[src/rtl/core/i2cbb_pkg.sv]
// shared types and constants for the i2c bit-bang master
package i2cbb_pkg;

  // raw function codes on the input item
  localparam logic [2:0] FUNC_TICK     = 3'd0;
  localparam logic [2:0] FUNC_START    = 3'd1;
  localparam logic [2:0] FUNC_STOP     = 3'd2;
  localparam logic [2:0] FUNC_WRITE    = 3'd3;
  localparam logic [2:0] FUNC_WAIT_ACK = 3'd4;
  localparam logic [2:0] FUNC_READ     = 3'd5;

  // classified commands handed from front to engine
  localparam logic [2:0] CMD_TICK     = 3'd0;
  localparam logic [2:0] CMD_START    = 3'd1;
  localparam logic [2:0] CMD_STOP     = 3'd2;
  localparam logic [2:0] CMD_WRITE    = 3'd3;
  localparam logic [2:0] CMD_WAIT_ACK = 3'd4;
  localparam logic [2:0] CMD_READ     = 3'd5;

  // configuration register indexes
  localparam logic [2:0] REG_COND_TICKS     = 3'd0;
  localparam logic [2:0] REG_BIT_TICKS      = 3'd1;
  localparam logic [2:0] REG_READ_BIT_TICKS = 3'd2;
  localparam logic [2:0] REG_ACK_POLL_LIMIT = 3'd3;
  localparam logic [2:0] REG_ACK_HOLD_TICKS = 3'd4;

  // configuration reset values
  localparam logic [7:0] COND_TICKS_RST     = 8'd14;
  localparam logic [7:0] BIT_TICKS_RST      = 8'd15;
  localparam logic [7:0] READ_BIT_TICKS_RST = 8'd50;
  localparam logic [7:0] ACK_POLL_LIMIT_RST = 8'd250;
  localparam logic [7:0] ACK_HOLD_TICKS_RST = 8'd10;

  // queue depths on both sides of the engine
  localparam int unsigned CQ_DEPTH = 2;
  localparam int unsigned RQ_DEPTH = 2;

  typedef struct packed {
    logic [2:0] func;
    logic [7:0] data_byte;
    logic       send_ack;
    logic       sda_in;
  } in_item_t;

  typedef struct packed {
    logic       scl_level;
    logic       sda_release;
    logic       busy_res;
    logic       done_res;
    logic       ack_error;
    logic [7:0] read_data;
  } out_item_t;

  typedef struct packed {
    logic [2:0] cmd;
    logic [7:0] data_byte;
    logic       send_ack;
    logic       sda_in;
  } cmd_item_t;

  typedef struct packed {
    logic      valid;
    cmd_item_t item;
  } cmd_q_t;

endpackage

[src/rtl/core/i2cbb_front.sv]
// front end: accepts items, classifies the function code and queues commands
module i2cbb_front (
  input  logic                clk,
  input  logic                rst_n,
  input  logic                push,
  output logic                full,
  input  i2cbb_pkg::in_item_t in_data,
  output i2cbb_pkg::cmd_q_t   cq_head,
  input  logic                cq_pop
);
  import i2cbb_pkg::*;

  localparam int unsigned PW = (CQ_DEPTH > 1) ? $clog2(CQ_DEPTH) : 1;
  localparam int unsigned CW = $clog2(CQ_DEPTH + 1);

  cmd_item_t       slot_r [CQ_DEPTH];
  logic [PW-1:0]   wr_ptr_r, wr_ptr_nxt;
  logic [PW-1:0]   rd_ptr_r, rd_ptr_nxt;
  logic [CW-1:0]   cnt_r, cnt_nxt;
  logic            do_push, do_pop;
  cmd_item_t       classified;

  // map function codes to commands, unused codes act as a tick
  always_comb begin
    classified.data_byte = in_data.data_byte;
    classified.send_ack  = in_data.send_ack;
    classified.sda_in    = in_data.sda_in;
    unique case (in_data.func)
      FUNC_START:    classified.cmd = CMD_START;
      FUNC_STOP:     classified.cmd = CMD_STOP;
      FUNC_WRITE:    classified.cmd = CMD_WRITE;
      FUNC_WAIT_ACK: classified.cmd = CMD_WAIT_ACK;
      FUNC_READ:     classified.cmd = CMD_READ;
      default:       classified.cmd = CMD_TICK;
    endcase
  end

  assign full    = (cnt_r == CW'(CQ_DEPTH));
  assign do_push = push && !full;
  assign do_pop  = cq_pop && (cnt_r != '0);

  assign cq_head.valid = (cnt_r != '0);
  assign cq_head.item  = slot_r[rd_ptr_r];

  // pointer and fill count update
  always_comb begin
    wr_ptr_nxt = wr_ptr_r;
    rd_ptr_nxt = rd_ptr_r;
    if (do_push) begin
      wr_ptr_nxt = (wr_ptr_r == PW'(CQ_DEPTH - 1)) ? '0 : wr_ptr_r + PW'(1);
    end
    if (do_pop) begin
      rd_ptr_nxt = (rd_ptr_r == PW'(CQ_DEPTH - 1)) ? '0 : rd_ptr_r + PW'(1);
    end
    cnt_nxt = cnt_r + CW'(do_push) - CW'(do_pop);
  end

  always_ff @(posedge clk) begin
    if (!rst_n) begin
      wr_ptr_r <= '0;
      rd_ptr_r <= '0;
      cnt_r    <= '0;
    end else begin
      wr_ptr_r <= wr_ptr_nxt;
      rd_ptr_r <= rd_ptr_nxt;
      cnt_r    <= cnt_nxt;
    end
  end

  // queue storage
  always_ff @(posedge clk) begin
    if (do_push) begin
      slot_r[wr_ptr_r] <= classified;
    end
  end

endmodule

[src/rtl/core/i2cbb_engine.sv]
// back end: bit-timing sequencer, configuration registers and result queue
module i2cbb_engine (
  input  logic                 clk,
  input  logic                 rst_n,
  input  i2cbb_pkg::cmd_q_t    cq_head,
  output logic                 cq_pop,
  input  logic                 cfg_wr,
  input  logic [2:0]           cfg_index,
  input  logic [7:0]           cfg_data,
  input  logic                 out_pop,
  output logic                 out_empty,
  output i2cbb_pkg::out_item_t out_data
);
  import i2cbb_pkg::*;

  // sequencer phase codes
  localparam logic [3:0] PH_IDLE    = 4'd0;
  localparam logic [3:0] PH_ST_A    = 4'd1;
  localparam logic [3:0] PH_ST_B    = 4'd2;
  localparam logic [3:0] PH_SP_A    = 4'd3;
  localparam logic [3:0] PH_SP_B    = 4'd4;
  localparam logic [3:0] PH_WR_LO   = 4'd5;
  localparam logic [3:0] PH_WR_HI   = 4'd6;
  localparam logic [3:0] PH_WA_LO   = 4'd7;
  localparam logic [3:0] PH_WA_HI   = 4'd8;
  localparam logic [3:0] PH_WA_POLL = 4'd9;
  localparam logic [3:0] PH_WA_HOLD = 4'd10;
  localparam logic [3:0] PH_RD_LO   = 4'd11;
  localparam logic [3:0] PH_RD_HI   = 4'd12;
  localparam logic [3:0] PH_AK_LO   = 4'd13;
  localparam logic [3:0] PH_AK_HI   = 4'd14;

  localparam int unsigned PW = (RQ_DEPTH > 1) ? $clog2(RQ_DEPTH) : 1;
  localparam int unsigned CW = $clog2(RQ_DEPTH + 1);

  // configuration registers
  logic [7:0] cond_ticks_r, bit_ticks_r, read_bit_ticks_r;
  logic [7:0] ack_poll_limit_r, ack_hold_ticks_r;

  // sequencer state
  logic [3:0] phase_r, phase_nxt;
  logic [3:0] bit_idx_r, bit_idx_nxt;
  logic [7:0] tick_r, tick_nxt;
  logic [7:0] poll_r, poll_nxt;
  logic [7:0] shift_r, shift_nxt;
  logic       scl_r, scl_nxt;
  logic       sda_r, sda_nxt;
  logic       ack_choice_r, ack_choice_nxt;
  logic       err_r, err_nxt;
  logic [7:0] rx_r, rx_nxt;

  logic       done;
  logic       step;
  logic       timed;
  logic [7:0] limit;
  logic [7:0] tc_inc;
  logic       expired;
  logic [3:0] bit_inc;
  cmd_item_t  cur;
  out_item_t  result;

  // result queue
  out_item_t     rq_r [RQ_DEPTH];
  logic [PW-1:0] rq_wr_r, rq_rd_r;
  logic [CW-1:0] rq_cnt_r;
  logic          rq_pop;

  assign cur     = cq_head.item;
  assign step    = cq_head.valid && (rq_cnt_r != CW'(RQ_DEPTH));
  assign cq_pop  = step;
  assign rq_pop  = out_pop && (rq_cnt_r != '0);

  // phase length for the current phase
  always_comb begin
    timed = 1'b1;
    unique case (phase_r)
      PH_ST_A, PH_ST_B, PH_SP_A, PH_SP_B, PH_WA_LO, PH_WA_HI: limit = cond_ticks_r;
      PH_WR_LO, PH_WR_HI, PH_AK_LO, PH_AK_HI:                 limit = bit_ticks_r;
      PH_RD_LO, PH_RD_HI:                                     limit = read_bit_ticks_r;
      PH_WA_HOLD:                                             limit = ack_hold_ticks_r;
      default: begin
        limit = cond_ticks_r;
        timed = 1'b0;
      end
    endcase
  end

  assign tc_inc  = tick_r + 8'd1;
  assign expired = (tc_inc >= limit);
  assign bit_inc = bit_idx_r + 4'd1;

  // next state for one item
  always_comb begin
    phase_nxt      = phase_r;
    bit_idx_nxt    = bit_idx_r;
    tick_nxt       = tick_r;
    poll_nxt       = poll_r;
    shift_nxt      = shift_r;
    scl_nxt        = scl_r;
    sda_nxt        = sda_r;
    ack_choice_nxt = ack_choice_r;
    err_nxt        = err_r;
    rx_nxt         = rx_r;
    done           = 1'b0;
    if (phase_r == PH_IDLE) begin
      // command start, only while idle
      if (cur.cmd != CMD_TICK) begin
        err_nxt     = 1'b0;
        bit_idx_nxt = '0;
        poll_nxt    = '0;
        tick_nxt    = '0;
        unique case (cur.cmd)
          CMD_START: begin
            sda_nxt   = 1'b1;
            scl_nxt   = 1'b1;
            phase_nxt = PH_ST_A;
          end
          CMD_STOP: begin
            scl_nxt   = 1'b0;
            sda_nxt   = 1'b0;
            phase_nxt = PH_SP_A;
          end
          CMD_WRITE: begin
            scl_nxt   = 1'b0;
            sda_nxt   = cur.data_byte[7];
            shift_nxt = {cur.data_byte[6:0], 1'b0};
            phase_nxt = PH_WR_LO;
          end
          CMD_WAIT_ACK: begin
            scl_nxt   = 1'b0;
            sda_nxt   = 1'b1;
            phase_nxt = PH_WA_LO;
          end
          CMD_READ: begin
            ack_choice_nxt = cur.send_ack;
            shift_nxt      = '0;
            scl_nxt        = 1'b0;
            sda_nxt        = 1'b1;
            phase_nxt      = PH_RD_LO;
          end
          default: begin
            tick_nxt = tick_r;
          end
        endcase
      end
    end else begin
      // one tick of a running sequence
      if (timed) begin
        tick_nxt = expired ? 8'd0 : tc_inc;
      end
      unique case (phase_r)
        PH_ST_A: if (expired) begin
          sda_nxt   = 1'b0;
          phase_nxt = PH_ST_B;
        end
        PH_ST_B: if (expired) begin
          scl_nxt = 1'b0;
          done    = 1'b1;
        end
        PH_SP_A: if (expired) begin
          scl_nxt   = 1'b1;
          phase_nxt = PH_SP_B;
        end
        PH_SP_B: if (expired) begin
          sda_nxt = 1'b1;
          done    = 1'b1;
        end
        PH_WR_LO: if (expired) begin
          scl_nxt   = 1'b1;
          phase_nxt = PH_WR_HI;
        end
        PH_WR_HI: if (expired) begin
          bit_idx_nxt = bit_inc;
          scl_nxt     = 1'b0;
          if (bit_inc >= 4'd8) begin
            done = 1'b1;
          end else begin
            sda_nxt   = shift_r[7];
            shift_nxt = {shift_r[6:0], 1'b0};
            phase_nxt = PH_WR_LO;
          end
        end
        PH_WA_LO: if (expired) begin
          scl_nxt   = 1'b1;
          phase_nxt = PH_WA_HI;
        end
        PH_WA_HI: if (expired) begin
          phase_nxt = PH_WA_POLL;
        end
        PH_WA_POLL: begin
          if (!cur.sda_in) begin
            scl_nxt = 1'b0;
            if (ack_hold_ticks_r == 8'd0) begin
              done = 1'b1;
            end else begin
              phase_nxt = PH_WA_HOLD;
              tick_nxt  = '0;
            end
          end else if (poll_r == ack_poll_limit_r) begin
            // ack timeout, fall into a stop sequence
            err_nxt   = 1'b1;
            scl_nxt   = 1'b0;
            sda_nxt   = 1'b0;
            phase_nxt = PH_SP_A;
            tick_nxt  = '0;
          end else begin
            poll_nxt = poll_r + 8'd1;
          end
        end
        PH_WA_HOLD: if (expired) begin
          done = 1'b1;
        end
        PH_RD_LO: if (expired) begin
          scl_nxt   = 1'b1;
          phase_nxt = PH_RD_HI;
        end
        PH_RD_HI: if (expired) begin
          shift_nxt   = {shift_r[6:0], cur.sda_in};
          bit_idx_nxt = bit_inc;
          scl_nxt     = 1'b0;
          if (bit_inc >= 4'd8) begin
            sda_nxt   = !ack_choice_r;
            phase_nxt = PH_AK_LO;
          end else begin
            phase_nxt = PH_RD_LO;
          end
        end
        PH_AK_LO: if (expired) begin
          scl_nxt   = 1'b1;
          phase_nxt = PH_AK_HI;
        end
        PH_AK_HI: if (expired) begin
          scl_nxt = 1'b0;
          sda_nxt = 1'b1;
          rx_nxt  = shift_r;
          done    = 1'b1;
        end
        default: begin
          phase_nxt = PH_IDLE;
        end
      endcase
      if (done) begin
        phase_nxt = PH_IDLE;
      end
    end
  end

  // result item for this step
  always_comb begin
    result.scl_level   = scl_nxt;
    result.sda_release = sda_nxt;
    result.busy_res    = (phase_nxt != PH_IDLE);
    result.done_res    = done;
    result.ack_error   = done && err_nxt;
    result.read_data   = rx_nxt;
  end

  // sequencer state registers
  always_ff @(posedge clk) begin
    if (!rst_n) begin
      phase_r      <= PH_IDLE;
      bit_idx_r    <= '0;
      tick_r       <= '0;
      poll_r       <= '0;
      shift_r      <= '0;
      scl_r        <= 1'b1;
      sda_r        <= 1'b1;
      ack_choice_r <= 1'b0;
      err_r        <= 1'b0;
      rx_r         <= '0;
    end else if (step) begin
      phase_r      <= phase_nxt;
      bit_idx_r    <= bit_idx_nxt;
      tick_r       <= tick_nxt;
      poll_r       <= poll_nxt;
      shift_r      <= shift_nxt;
      scl_r        <= scl_nxt;
      sda_r        <= sda_nxt;
      ack_choice_r <= ack_choice_nxt;
      err_r        <= err_nxt;
      rx_r         <= rx_nxt;
    end
  end

  // configuration register writes
  always_ff @(posedge clk) begin
    if (!rst_n) begin
      cond_ticks_r     <= COND_TICKS_RST;
      bit_ticks_r      <= BIT_TICKS_RST;
      read_bit_ticks_r <= READ_BIT_TICKS_RST;
      ack_poll_limit_r <= ACK_POLL_LIMIT_RST;
      ack_hold_ticks_r <= ACK_HOLD_TICKS_RST;
    end else if (cfg_wr) begin
      unique case (cfg_index)
        REG_COND_TICKS:     cond_ticks_r     <= cfg_data;
        REG_BIT_TICKS:      bit_ticks_r      <= cfg_data;
        REG_READ_BIT_TICKS: read_bit_ticks_r <= cfg_data;
        REG_ACK_POLL_LIMIT: ack_poll_limit_r <= cfg_data;
        REG_ACK_HOLD_TICKS: ack_hold_ticks_r <= cfg_data;
        default: ;
      endcase
    end
  end

  // result queue control
  always_ff @(posedge clk) begin
    if (!rst_n) begin
      rq_wr_r  <= '0;
      rq_rd_r  <= '0;
      rq_cnt_r <= '0;
    end else begin
      if (step) begin
        rq_wr_r <= (rq_wr_r == PW'(RQ_DEPTH - 1)) ? '0 : rq_wr_r + PW'(1);
      end
      if (rq_pop) begin
        rq_rd_r <= (rq_rd_r == PW'(RQ_DEPTH - 1)) ? '0 : rq_rd_r + PW'(1);
      end
      rq_cnt_r <= rq_cnt_r + CW'(step) - CW'(rq_pop);
    end
  end

  // result queue storage
  always_ff @(posedge clk) begin
    if (step) begin
      rq_r[rq_wr_r] <= result;
    end
  end

  assign out_empty = (rq_cnt_r == '0);
  assign out_data  = rq_r[rq_rd_r];

endmodule

[src/rtl/core/i2c_bitbang_master.sv]
// top level of the byte-level i2c bit-bang master
// Byte-level I2C master that times SCL and SDA in ticks: every input item is
// either a tick or a command (start, stop, write byte, wait for ack, read byte),
// and every item yields exactly one result item with the pin levels, busy,
// done, ack error and the last received byte. Commands given while a sequence
// runs count as plain ticks. One item is taken per clock cycle while the
// command queue has room and the result queue can take results; the command
// queue registers the item when it is accepted and the sequencer writes its
// result into the result queue, from where it can be popped on the out_
// ports. The sequencer step, combinational logic around an 8-bit tick add
// and compare per item, sets the rate.
// Both sides have a two-entry queue, so either side may stall without
// stopping the other until a queue fills. Configuration writes are taken at
// any cycle (cfg_ready is always high) and are meant for an idle block.
module i2c_bitbang_master (
  input  logic                 clk,
  input  logic                 rst_n,
  input  logic                 in_push,
  output logic                 in_full,
  input  i2cbb_pkg::in_item_t  in_data,
  input  logic                 out_pop,
  output logic                 out_empty,
  output i2cbb_pkg::out_item_t out_data,
  input  logic                 cfg_valid,
  output logic                 cfg_ready,
  input  logic [2:0]           cfg_index,
  input  logic [7:0]           cfg_data
);
  import i2cbb_pkg::*;

  cmd_q_t cq_head;
  logic   cq_pop;

  assign cfg_ready = 1'b1;

  // front end with command queue
  i2cbb_front u_front (
    .clk     (clk),
    .rst_n   (rst_n),
    .push    (in_push),
    .full    (in_full),
    .in_data (in_data),
    .cq_head (cq_head),
    .cq_pop  (cq_pop)
  );

  // sequencer with result queue
  i2cbb_engine u_engine (
    .clk       (clk),
    .rst_n     (rst_n),
    .cq_head   (cq_head),
    .cq_pop    (cq_pop),
    .cfg_wr    (cfg_valid && cfg_ready),
    .cfg_index (cfg_index),
    .cfg_data  (cfg_data),
    .out_pop   (out_pop),
    .out_empty (out_empty),
    .out_data  (out_data)
  );

endmodule

[config.mk]
export PLATFORM = sky130hd
export DESIGN_NAME = i2c_bitbang_master
export DESIGN_NICKNAME = d
export VERILOG_FILES = /design/src/rtl/core/i2cbb_pkg.sv /design/src/rtl/core/i2cbb_front.sv /design/src/rtl/core/i2cbb_engine.sv /design/src/rtl/core/i2c_bitbang_master.sv
export SDC_FILE = /design/constraint.sdc
export NUM_CORES = 1
export LEC_CHECK = 0
export ABC_CLOCK_PERIOD_IN_PS = 4350
export BUFFER_PORTS_ARGS = -buffer_cell sky130_fd_sc_hd__buf_2
export CAP_MARGIN = 20
export CORE_MARGIN = 2
export CORE_UTILIZATION = 26
export DETAILED_ROUTE_END_ITERATION = 8
export GPL_TIMING_DRIVEN = 0
export SETUP_SLACK_MARGIN = 0.2
export SLEW_MARGIN = 20
export SYNTH_ARGS = -nofsm -noshare
export SYNTH_HDL_FRONTEND = slang
export SYNTH_HIERARCHICAL = 1
export SYNTH_SLANG_ARGS = --single-unit
[constraint.sdc]
create_clock -name clk -period 4.35 [get_ports clk]
set_clock_uncertainty 0.05 [all_clocks]
set_input_delay 0.87 -clock clk [delete_from_list [all_inputs] [get_ports clk]]
set_output_delay 0.87 -clock clk [all_outputs]
set_load 0.005 [all_outputs]
==> results.cfg <==
[cells_and_area]
seqCellArea_um2 = 3440
fin_util_pct = 31.4
nFillCells = 2795
nNetsFinal = 862
syn_to_final_growth_pct = 18.8
drive_gt1_share_pct = 19.2
fin_area_um2 = 8500
multiInputGateArea_um2 = 3500

[job]
maxCapViolCount = 0

[synthesis]
syn-num-nets = 795
ys_async_sr_fraction_pct = 0
synth_area_um2 = 7160
synth_top_flop_cell = dfxtp_1
yosys_warnings = 6
netlist_instances = 750
yosys.cell_types.count = 70
synth_seq_cells = 146
synth_edf_count = 52
yosysSeqAreaShare_pct = 48.1
syn_area_per_cell_um2 = 9.54

[timing]
period_minus_slack_ns = 3.91
fmax_mhz = 256
finalCritPeriodShare_pct = 89.8
holdWs_ns = 0.405
setup_violations = 0
relSlewSlack_pct = 42.5
rsz0062_at_grt = no
slew_viol_final = 0
layout_setup_ws_ns = 0.444
hold_viol_final = 0
worstMarginPinSlew_ns = 0.858

[cts]
ctsRootBufferMaster = clkbuf_16
holdBufCountCts = 0
path_clk_slew_ns = 0.06
clkSinkCount = 146
clockBufferDepth = 2
htree_num_levels = 4
cts_tree = yes
worstSkewPairLatency_ns = 0.42
numCtsBuffers = 17

[min_path]
min-delay-start = u_engine/cond_ticks_r[6]
min_to = u_engine/cond_ticks_r[6]
whs_path_depth = 2
hold_path.class = register to register

[placement]
pre_cts_ws_ns = 0.0515
place_hpwl_um = 13200
gp_congestion = 0.935
postPlaceCellArea_um2 = 7800
port_buffers = 43

[critical_path]
r2r_end = u_engine/rq_r[0][10]
arrival_ns = 3.99
crit_path_top_delay_cell = dfxtp_1
cp-start-kind = register
r2r_cells = 15
crit_fanout = 10
crit_required_ns = 4.44
r2r-start = u_engine/phase_r[0]
worstSetupPathType = register to register
worstSetupEndpointType = register
crit_top_cell = buf_2
path_cells = buf_2 -> buf_2 -> o21ai_0 -> nand2_1 -> nand3_2 -> a221oi_1 -> ha_1 -> a21o_1 -> a21oi_1 -> buf_2 -> nand2_1 -> buf_2 -> a31o_2 -> o31ai_1 -> nand4b_1
crit_buf_inv = 4
r2r_setup_slack_ns = 0.44
crit_family = compound AO/OA/AOI/OAI gates
slowest_delay_ns = 0.34

[floorplanning]
die_h_um = 170
fp.dieW_um = 170
pin_count = 45
core_um2 = 27000
start_util_pct = 26.5
die_area_um2 = 28900
row_count = 60

[outcome]
outcome = completed

[global_route]
grt_first_pass_wirelength_um = 29400
grt_util_met1_pct = 17.0
grt_util_met2_pct = 20.8
grtUsageTotal_pct = 13.0
grt_max_degree = 17
grt_pass1_vias = 5486
met3_usage_pct = 3.09
gr-max-usage-layer = met2
antenna_found_initial = 2
grt_overflow = 0

[route]
wirelength_um = 18100
post_drt_wl_per_cell_um = 15.4
drtPass1Iterations = 5
vias = 5734
drtIter0Drc = 540
drc = 0
viasPerCell = 4.89
ant_nets = 0

[pwr]
p_leak_uw = 0.00326
power_density_nw_per_um2 = 679
ir_drop_uv = 252
## layer usage
metal | vias up | wire (um)
met4 | 2 | 383
li1 | 2847 | -
met1 | 2700 | 8300
met3 | 24 | 1000
met2 | 161 | 8370
met5 | - | 7
## kinds of logic after synthesis
family                   count (synthesis)  share of synthesized area [%]
other                                    1                         0.0524
XOR/XNOR                                31                           3.79
flip-flops                             146                           48.1
buffers and inverters                   56                           3.39
AO/OA/AOI/OAI                          159                           14.9
adder cells (fa/ha/maj)                 16                           2.80
multiplexers                            39                           6.57
AND/OR/NAND/NOR                        302                           20.3
## final cells by class
class	instances	share of cell area, %
antenna	1	0.0294
buffer	40	2.24
clock buffer	17	5.01
clock inverter	15	2.30
inverter	16	0.751
multi-input combinational	548	41.2
sequential	146	40.5
tap	341	5.02
timing repair buffer	48	2.97
## synth_stat cells, types with 10 or more instances
cell | n | share of area, %
xor2_1 | 15 | 1.8
a22oi_1 | 11 | 1.2
ha_1 | 16 | 2.8
nand2_1 | 125 | 6.6
xnor2_1 | 16 | 2.0
nand2b_1 | 14 | 1.2
nor2b_1 | 12 | 1.0
edfxtp_1 | 52 | 22
a21oi_1 | 51 | 3.6
nor2_1 | 52 | 2.7
clkbuf_1 | 24 | 1.3
a221oi_1 | 16 | 2.0
mux2_2 | 24 | 3.8
nand3_1 | 32 | 2.2
mux2_4 | 10 | 2.1
dfxtp_1 | 94 | 26
nor3_1 | 11 | 0.77
buf_2 | 11 | 0.77
o21ai_0 | 25 | 1.7
inv_1 | 14 | 0.73
## repair_timing
item,CTS,global route
gates resized for setup,4,13
setup endpoints to repair,13,51
buffers inserted,0,5
## power breakdown
| group | internal, uW | switching, uW | total, uW |
|---|---|---|---|
| clock | 875 | 625 | 1500 |
| sequential | 1760 | 141 | 1900 |
| combinational | 909 | 1460 | 2370 |
| total | 3540 | 2230 | 5770 |
## sequential cells by signal, indices dropped and copies added, names as in the netlist, named ones only
| name | flops |
|---|---|
| u_engine/rq_r | 26 |
| u_front/slot_r | 26 |
| u_engine/ack_hold_ticks_r | 8 |
| u_engine/ack_poll_limit_r | 8 |
| u_engine/bit_ticks_r | 8 |
| u_engine/cond_ticks_r | 8 |
| u_engine/poll_r | 8 |
| u_engine/read_bit_ticks_r | 8 |
| u_engine/rx_r | 8 |
| u_engine/shift_r | 8 |
| u_engine/tick_r | 8 |
| u_engine/bit_idx_r | 4 |
| u_engine/phase_r | 4 |
| u_engine/rq_cnt_r | 2 |
| u_front/cnt_r | 2 |
| u_engine/ack_choice_r | 1 |
| u_engine/err_r | 1 |
| u_engine/rq_rd_r | 1 |
| u_engine/rq_wr_r | 1 |
| u_engine/scl_r | 1 |
| u_engine/sda_r | 1 |
| u_front/rd_ptr_r | 1 |
| u_front/wr_ptr_r | 1 |
## worst max-delay path by stage
stage,startpoint,end,cells after the start
floorplan,u_engine/phase_r[0],u_engine/rq_r[0][10],15
global placement,u_engine/phase_r[2],u_engine/rq_r[0][10],14
detailed placement,u_engine/phase_r[2],u_engine/rq_r[0][10],14
CTS,u_engine/phase_r[2],u_engine/rq_r[0][10],15
global route,u_engine/phase_r[3],u_engine/rq_r[1][10],16
finish,u_engine/phase_r[0],u_engine/rq_r[0][10],15
## worst register-to-register path: stages (launching register included)
cell and delay [ns]:
dfxtp_1 0.34, buf_2 0.28, buf_2 0.27, o21ai_0 0.11, nand2_1 0.10, nand3_2 0.19
a221oi_1 0.33, ha_1 0.30, a21o_1 0.16, a21oi_1 0.16, buf_2 0.25, nand2_1 0.14
buf_2 0.25, a31o_2 0.28, o31ai_1 0.25, nand4b_1 0.17
## layout by cell type, fill, tap and decap left out, types with 6 or more instances in the layout
cell type / count
a21oi_1: 51
nor3_1: 11
nand2b_1: 14
nor2b_1: 12
nand2_1: 125
dfxtp_1: 94
clkbuf_1: 20
edfxtp_1: 52
buf_4: 6
a22oi_1: 11
nand3_1: 31
a221oi_1: 15
clkbuf_16: 17
o211a_1: 8
and3_1: 9
mux2_2: 24
nand4_1: 9
and2_1: 7
inv_1: 14
xor2_1: 15
o31ai_1: 6
xnor2_1: 16
nor2_1: 48
o21ai_0: 24
mux2_4: 10
buf_2: 55
ha_1: 16
## through the flow
step                      TNS [ns]  instances  power [uW]
after detailed placement         0       1134        4220
after CTS                        0       1166        5750
final                            0       1172        5770
after floorplan                  0        750        3550
after global placement      -0.238       1134        4210
after global routing             0       1171        6150
(Power assumes the default switching activity.)
